`src/sv/gda_pkg.sv`:
```
`default_nettype none
package gda_pkg;

	localparam int YearW  = 14;
	localparam int MonthW = 4;
	localparam int DayW   = 5;
	localparam int AddW   = 16;
	localparam int AccW   = 17;
	localparam int RemW   = 9;

	localparam logic [AccW-1:0] Cycle400 = AccW'(400);
	localparam logic [RemW-1:0] RemLast  = RemW'(399);
	localparam logic [MonthW-1:0] MonFeb = MonthW'(1);
	localparam logic [MonthW-1:0] MonDec = MonthW'(11);

	typedef enum logic [3:0] {
		ST_IDLE = 4'b0001,
		ST_MOD  = 4'b0010,
		ST_WALK = 4'b0100,
		ST_DONE = 4'b1000
	} state_t;

	typedef struct packed {
		logic ge;
		logic nz;
	} sub_flags_t;

	function automatic logic [DayW-1:0] base_len(input logic [MonthW-1:0] m);
		logic [DayW-1:0] n;
		case (m)
			4'd1:                     n = 5'd28;
			4'd3, 4'd5, 4'd8, 4'd10:  n = 5'd30;
			default:                  n = 5'd31;
		endcase
		return n;
	endfunction

endpackage
`default_nettype wire

```
`src/sv/gda_sub.sv`:
```
`default_nettype none
module gda_sub (
	input  wire logic [gda_pkg::AccW-1:0] a,
	input  wire logic [gda_pkg::AccW-1:0] b,
	output logic [gda_pkg::AccW-1:0]      diff,
	output gda_pkg::sub_flags_t           flags
);

	logic [gda_pkg::AccW:0] full;

	assign full     = {1'b0, a} - {1'b0, b};
	assign diff     = full[gda_pkg::AccW-1:0];
	assign flags.ge = ~full[gda_pkg::AccW];
	assign flags.nz = (full[gda_pkg::AccW-1:0] != '0);

endmodule
`default_nettype wire

```
`src/sv/gda_len.sv`:
```
`default_nettype none
module gda_len (
	input  wire logic [gda_pkg::MonthW-1:0] month,
	input  wire logic [gda_pkg::RemW-1:0]   rem400,
	output logic [gda_pkg::DayW-1:0]        len
);

	logic leap;

	// rem400 is the year modulo 400, so the 4/100/400 rule reads off it directly
	assign leap = (rem400 == 9'd0) ||
		((rem400[1:0] == 2'd0) && (rem400 != 9'd100) && (rem400 != 9'd200) &&
		 (rem400 != 9'd300));

	assign len = gda_pkg::base_len(month) +
		gda_pkg::DayW'((month == gda_pkg::MonFeb) && leap);

endmodule
`default_nettype wire

```
`src/sv/gregorian_date_add_days_top.sv`:
```
`default_nettype none
// Adds a day count to a Gregorian date. One transfer in, one transfer out; the
// block takes a new date only once the previous result has been taken. An item
// runs through one shared subtractor: first the start year is reduced modulo 400
// by repeated subtraction, then the day total walks forward one month per cycle.
// Month 0 reads as January, months past 12 as December, day 0 as day 1; the
// result year wraps modulo 2^14 while leap years follow the full year.
module gregorian_date_add_days_top (
	input  wire logic        clk,
	input  wire logic        arst_n,
	input  wire logic        s_tvalid,
	output logic             s_tready,
	// start_year[13:0], start_month[17:14], start_day[22:18], add_count[38:23]
	input  wire logic [39:0] s_tdata,
	output logic             m_tvalid,
	input  wire logic        m_tready,
	// result_year[13:0], result_month[17:14], result_day[22:18]
	output logic [23:0]      m_tdata
);

	gda_pkg::state_t state_q;

	logic [gda_pkg::YearW-1:0]  year_q;
	logic [gda_pkg::YearW-1:0]  yrem_q;
	logic [gda_pkg::MonthW-1:0] mon_q;
	logic [gda_pkg::AccW-1:0]   day_q;

	logic [gda_pkg::YearW-1:0]  in_year;
	logic [gda_pkg::MonthW-1:0] in_month;
	logic [gda_pkg::DayW-1:0]   in_day;
	logic [gda_pkg::AddW-1:0]   in_add;
	logic [gda_pkg::MonthW-1:0] mon_idx;
	logic [gda_pkg::DayW-1:0]   day_fix;

	logic [gda_pkg::DayW-1:0]   len;
	logic [gda_pkg::AccW-1:0]   op_a;
	logic [gda_pkg::AccW-1:0]   op_b;
	logic [gda_pkg::AccW-1:0]   diff;
	gda_pkg::sub_flags_t        flags;
	logic [gda_pkg::RemW-1:0]   rem400;

	assign in_year  = s_tdata[13:0];
	assign in_month = s_tdata[17:14];
	assign in_day   = s_tdata[22:18];
	assign in_add   = s_tdata[38:23];

	always_comb begin
		if (in_month == 4'd0) begin
			mon_idx = 4'd0;
		end else if (in_month > 4'd12) begin
			mon_idx = gda_pkg::MonDec;
		end else begin
			mon_idx = in_month - 4'd1;
		end
		day_fix = (in_day == 5'd0) ? 5'd1 : in_day;
	end

	assign rem400 = yrem_q[gda_pkg::RemW-1:0];

	gda_len u_len (
		.month  (mon_q),
		.rem400 (rem400),
		.len    (len)
	);

	// the one subtractor serves the modulo pass and the month walk
	assign op_a = (state_q == gda_pkg::ST_MOD) ? gda_pkg::AccW'(yrem_q) : day_q;
	assign op_b = (state_q == gda_pkg::ST_MOD) ? gda_pkg::Cycle400 : gda_pkg::AccW'(len);

	gda_sub u_sub (
		.a     (op_a),
		.b     (op_b),
		.diff  (diff),
		.flags (flags)
	);

	always_ff @(posedge clk or negedge arst_n) begin
		if (!arst_n) begin
			state_q <= gda_pkg::ST_IDLE;
		end else begin
			case (state_q)
				gda_pkg::ST_IDLE: begin
					if (s_tvalid) state_q <= gda_pkg::ST_MOD;
				end
				gda_pkg::ST_MOD: begin
					if (!flags.ge) state_q <= gda_pkg::ST_WALK;
				end
				gda_pkg::ST_WALK: begin
					if (!(flags.ge && flags.nz)) state_q <= gda_pkg::ST_DONE;
				end
				gda_pkg::ST_DONE: begin
					if (m_tready) state_q <= gda_pkg::ST_IDLE;
				end
				default: state_q <= gda_pkg::ST_IDLE;
			endcase
		end
	end

	always_ff @(posedge clk) begin
		case (state_q)
			gda_pkg::ST_IDLE: begin
				if (s_tvalid) begin
					year_q <= in_year;
					yrem_q <= in_year;
					mon_q  <= mon_idx;
					day_q  <= gda_pkg::AccW'(day_fix) + gda_pkg::AccW'(in_add);
				end
			end
			gda_pkg::ST_MOD: begin
				if (flags.ge) yrem_q <= diff[gda_pkg::YearW-1:0];
			end
			gda_pkg::ST_WALK: begin
				if (flags.ge && flags.nz) begin
					day_q <= diff;
					if (mon_q == gda_pkg::MonDec) begin
						mon_q  <= '0;
						year_q <= year_q + 14'd1;
						if (rem400 == gda_pkg::RemLast) begin
							yrem_q <= '0;
						end else begin
							yrem_q <= gda_pkg::YearW'(rem400) + 14'd1;
						end
					end else begin
						mon_q <= mon_q + 4'd1;
					end
				end
			end
			default: begin
			end
		endcase
	end

	assign s_tready = (state_q == gda_pkg::ST_IDLE);
	assign m_tvalid = (state_q == gda_pkg::ST_DONE);
	assign m_tdata  = {1'b0, day_q[gda_pkg::DayW-1:0], mon_q + 4'd1, year_q};

endmodule
`default_nettype wire

```
`config.mk`:
```
export PLATFORM = sky130hd
export DESIGN_NAME = gregorian_date_add_days_top
export DESIGN_NICKNAME = d
export VERILOG_FILES = /design/src/sv/gda_pkg.sv /design/src/sv/gda_sub.sv /design/src/sv/gda_len.sv /design/src/sv/gregorian_date_add_days_top.sv
export SDC_FILE = /design/constraint.sdc
export NUM_CORES = 1
export LEC_CHECK = 0
export ABC_CLOCK_PERIOD_IN_PS = 15800
export BUFFER_PORTS_ARGS = -buffer_cell sky130_fd_sc_hd__buf_2
export CAP_MARGIN = 20
export CORE_MARGIN = 3
export CORE_UTILIZATION = 45
export DETAILED_ROUTE_END_ITERATION = 8
export GPL_TIMING_DRIVEN = 0
export PLACE_DENSITY = 0.66
export SYNTH_ARGS = -nofsm -noshare
export SYNTH_HDL_FRONTEND = slang
export SYNTH_HIERARCHICAL = 1
export SYNTH_SLANG_ARGS = --single-unit
```
`constraint.sdc`:
```
create_clock -name clk -period 15.8 [get_ports clk]
set_input_delay 3.16 -clock clk [delete_from_list [all_inputs] [get_ports clk]]
set_output_delay 3.16 -clock clk [all_outputs]
set_load 0.02 [all_outputs]
```
# Yosys cells after proc, flatten, opt, wreduce, memory -nomap -nowiden

Index checks and enable logic that the tools add are counted.

Add/subtract/negate cells: 7
Magnitude comparators: 1
Equality and inequality tests: 21
Muxes and demuxes: 27
Bitwise operators: 1
Reduce and logical (&&, ||, !) cells: 18

Operators with widths:

| operator              | number |
|---|---|
| $mux 14               | 6 |
| $mux 17               | 3 |
| $pmux 14 s3           | 1 |
| $mux 4                | 9 |
| $pmux 17 s2           | 1 |
| $pmux 14 s2           | 1 |
| $sub 17x9->18         | 1 |
| $add 5x16->17         | 1 |
| $reduce_bool 17->1    | 1 |
| $eq 4x4->1 const B    | 4 |
| $pmux 4 s4            | 1 |
| $add 14x1->14 const B | 1 |
| $add 9x1->10 const B  | 1 |
| $mux 10               | 1 |
| $ne 2x2->1 const B    | 5 |
| $eq 9x9->1 const B    | 1 |
| $logic_not 9->1       | 1 |
| $mux 9                | 1 |
| $ne 9x7->1 const B    | 1 |
| $ne 9x8->1 const B    | 1 |
| $ne 9x9->1 const B    | 1 |
| $eq 4x1->1 const B    | 2 |
| $eq 4x2->1 const B    | 2 |
| $eq 4x3->1 const B    | 2 |
| 20 further kinds      | 26 |

Register bits: 53
Output and inout bits: 26

# Depth between registers and ports, before layout

Depth in word-level cells: 13
Gate-level depth with buffers: 22
Depth with buffers taken out: 21

# Hierarchy

The synthesis kept the hierarchy.

Modules (own cells, without submodules):

| module                      | instances | cells an instance | area an instance (um2) | seq. area each (um2) |
|---|---|---|---|---|
| gregorian_date_add_days_top | 1         | 361               | 3,525.9                | 1,572.8 |
| gda_sub                     | 1         | 117               | 819.5                  | 0.0 |
| gda_len                     | 1         | 17                | 125.1                  | 0.0 |

# Least setup slack after synthesis

No wires, ideal clock.

Kind: flip-flop to flip-flop
Start point: register mon_q[1] (netlist bit)
End point: register day_q[0] (netlist bit) (enable)
Library setup time: 0.428 ns
Data arrival time: 5.325 ns
Required time: 15.372 ns
Path slack: 10.047 ns
Cell stages (with the launch flop): 20
Path through: edfxtp_1 -> or4b_4 -> nor3_2 -> and3_1 -> ha_1 -> nand2_1 -> buf_4 -> or2_2 -> inv_1 -> ha_1 -> a21o_1 -> a221oi_1 -> o21ai_1 -> a31o_2 -> o21ai_0 -> a21oi_1 -> xor2_1 -> or4_1 -> nand2_1 -> o21ai_0

RTL lines:

| what                   | line                               | text |
|---|---|---|
| start, declared        | gregorian_date_add_days_top.sv:25  | `logic [gda_pkg::MonthW-1:0] mon_q;` |
| start signal, assigned | gregorian_date_add_days_top.sv:105 | `mon_q <= mon_idx;` |
| start signal, assigned | gregorian_date_add_days_top.sv:124 | `mon_q <= mon_q + 4'd1;` |
| end signal, assigned   | gregorian_date_add_days_top.sv:106 | `day_q <= gda_pkg::AccW'(day_fix) + gda_pkg::AccW'(in_add);` |
| end signal, assigned   | gregorian_date_add_days_top.sv:114 | `day_q <= diff;` |
| end, declared          | gregorian_date_add_days_top.sv:26  | `logic [gda_pkg::AccW-1:0] day_q;` |

==> results.py <==
metrics = {
    "outcome": {
        "status": "completed",
    },
    "synth": {
        "synth_cells": 495,
        "synth-main-ff-cell": "edfxtp_1",
        "synth_warnings": 6,
        "yosysTopAreaCell": "edfxtp_1",
        "yosysSeqAreaShare_pct": 35.2,
        "synth_enable_flop_cells": 49,
        "synth_area_leaders": "edfxtp_1 (33%), ha_1 (7.6%), nand2_1 (5.3%), o21ai_0 (4.9%), xor2_1 (4.3%)",
        "yosys.area.top_type_share_pct": 32.9,
        "synthArstFlopShare_pct": 7.55,
        "synth.avg_cell_area_sq_um": 9.03,
        "synth_area_sq_um": 4470,
        "ys_ff_latch": 53,
        "yosysUniqueCellTypes": 68,
    },
    "layout": {
        "layout_commonest_cell": "buf_2",
        "fin_cells": 712,
        "final_nets": 655,
        "fillers": 896,
        "fin_area_sq_um": 5160,
        "area_delta_synth_final_pct": 15.5,
        "antenna_cells": 0,
        "drive_above_1_share_pct": 21.6,
        "layout_common_cells": "buf_2 (74), nand2_1 (63), edfxtp_1 (49)",
    },
    "placed_design": {
        "dp.cells": 704,
        "place_congestion": 0.857,
        "portBuffers": 67,
        "place_hpwl_microns": 9460,
        "placed_area_sq_um": 5050,
    },
    "clock_network": {
        "cts_sinks": 53,
        "cts_buffers": 5,
        "insertion_delay_ns": 0.32,
        "cts_tree": "done",
        "clock_path_buffers": 2,
        "cts_root_buf": "clkbuf_8",
        "clkTransAtPathRegs_ns": 0.10,
        "ctsResizeCount": 0,
        "h-tree-depth": 2,
        "hold_buffers": 0,
        "post_cts_buffers": 0,
    },
    "detailed_routing": {
        "wl_met3_microns": 816,
        "ant_nets": 0,
        "drt_iter0_drc": 341,
        "firstDrtPassIters": 5,
        "dr_wl_met2_microns": 5650,
        "dr_total_vias": 3995,
        "top_layer_used": "met4",
        "wl_per_cell_microns": 16.9,
        "drt_drc_violations_left": 0,
        "wl_met1_microns": 5450,
        "totalWireLength_microns": 12000,
        "viasPerCell": 5.61,
    },
    "power": {
        "p_leak_nw": 2.08,
        "max-vdd-ir-drop_mv": 0.0951,
        "power_density_nw_per_um2": 172,
    },
    "global_routing": {
        "grt_pass1_wl_microns": 19600,
        "grt_max_degree": 17,
        "grt_pass1_vias": 3841,
        "grt_usage_pct": 22.0,
        "gr-total-overflow": 0,
        "antenna_found_initial": 0,
    },
    "sta": {
        "period_needed_ns": 6.04,
        "fmax_mhz": 166,
        "hold_ws_ns": 0.685,
        "maxSlewViolCount": 0,
        "finalSetupViolations": 0,
        "fin_setup_tns_ns": 0,
        "finalCritPeriodShare_pct": 38.2,
        "worst_pin_slew_ns": 0.757,
        "slew_headroom_pct": 49.4,
        "finalHoldViolations": 0,
        "skew_ns": 0.0127,
        "rsz0062_at_grt": "false",
    },
    "worst_setup_path": {
        "critPathCaptureType": "register",
        "path_class": "reg -> reg",
        "rrSetupSlack_ns": 9.76,
        "cp_data_arrival_time_ns": 6.13,
        "cp.required_ns": 15.89,
        "path_max_fanout": 9,
        "startpoint_type": "register",
    },
    "die": {
        "pin_count": 70,
        "die_width_microns": 106,
        "coreArea_sq_um": 9460,
        "dieArea_sq_um": 11200,
        "rows": 35,
        "die_height_microns": 106,
        "start_util_pct": 47.3,
    },
    "run": {
        "cap_viol_max_count": 0,
    },
    "min_path": {
        "hp-class": "reg -> reg",
    },
}
-- kinds of logic (layout without fill, tap and decap cells) --
logic type               count (synthesis)  after routing  share of synthesized area [%]
multiplexers                            14             14                           3.53
AO/OA/AOI/OAI                          125            125                           18.0
other                                    1             11                         0.0839
flip-flops                              53             53                           35.2
adder cells (fa/ha/maj)                 29             29                           8.45
buffers and inverters                   58            136                           6.24
AND/OR/NAND/NOR                        172            172                           20.1
XOR/XNOR                                43             43                           8.42
-- power breakdown --
part,leakage [nW],switching (W),internal (W),total [W]
Clock,0.0518,0.0000494,0.0000468,0.0000962
Sequential,0.516,0.0000552,0.000234,0.000289
Combinational,1.51,0.000310,0.000195,0.000505
Total,2.08,0.000415,0.000476,0.000891
-- synth_stat cells (all sizes together), types with 5 or more instances --
master,number
inv,34
a21oi,25
a21o,7
xor2,22
ha,27
nor3,10
nor2,30
nor2b,10
nand2,63
edfxtp,49
o21a,6
xnor2,21
and3,7
clkbuf,9
nand3,20
a22oi,6
nand4,5
nor3b,5
mux2,14
buf,15
o21ai,46
-- routing by layer --
layer / vias up / GRT usage, %
met1: 1875 / 31.3
li1: 1961 / -
met2: 149 / 35.4
met5: - / 0
met3: 10 / 2.88
met4: 0 / 5.83
-- per-stage QoR --
stage / total power [W] / utilization [%] / worst slack [ns]
floorplan: 0.000633 / - / 10.05
global placement: 0.000767 / 52.9 / 8.41
detailed placement: 0.000787 / 53.4 / 9.79
CTS: 0.000887 / 54.6 / 9.77
global route: 0.000951 / 54.6 / 9.42
finish: 0.000891 / 54.6 / 9.76
-- sequential cells by signal, summed over array words and instances, names as in the netlist --
signal and count:
day_q 17, year_q 14, yrem_q 14, mon_q 4
state_q 4
-- worst paths after layout --
| check | cells past startpoint | startpoint | end |
|---|---|---|---|
| setup / recovery | 21 | mon_q[1] | year_q[5] |
| hold / removal | 1 | year_q[0] | year_q[0] |
| setup reg to reg | 21 | mon_q[1] | year_q[5] |
| hold reg to reg | 1 | year_q[0] | year_q[0] |
| max in group asynchronous | 1 | arst_n | state_q[0] |
| min in group asynchronous | 1 | arst_n | state_q[3] |
-- area by class of cell --
| cell class | instances | area [sq um] | share of cell area (%) |
|---|---|---|---|
| multi-input cells | 394 | 2660 | 51.6 |
| clock buffers | 5 | 68.8 | 1.33 |
| repair buffers | 70 | 377 | 7.29 |
| inverters | 34 | 128 | 2.47 |
| flip-flops and latches | 53 | 1570 | 30.5 |
| well taps | 129 | 161 | 3.13 |
| plain buffers | 24 | 151 | 2.93 |
| clock inverters | 3 | 41.3 | 0.800 |
-- critical path: stages, from the launching register on --
cell      delay, ns
edfxtp_1       0.46
or4b_4         0.59
nor3_2         0.11
and3_1         0.17
ha_1           0.15
nand2_1        0.08
buf_4          0.13
or2_2          0.28
inv_1          0.06
ha_1           0.27
a21o_1         0.22
a221oi_1       0.53
o21ai_1        0.23
xor2_1         0.22
or4b_1         0.54
or4_1          0.39
or4_1          0.51
nand2_1        0.19
o21ai_0        0.09
o21ai_0        0.14
nor2_1         0.25
buf_6          0.21
Note: power is estimated with default switching activity, not from simulation.
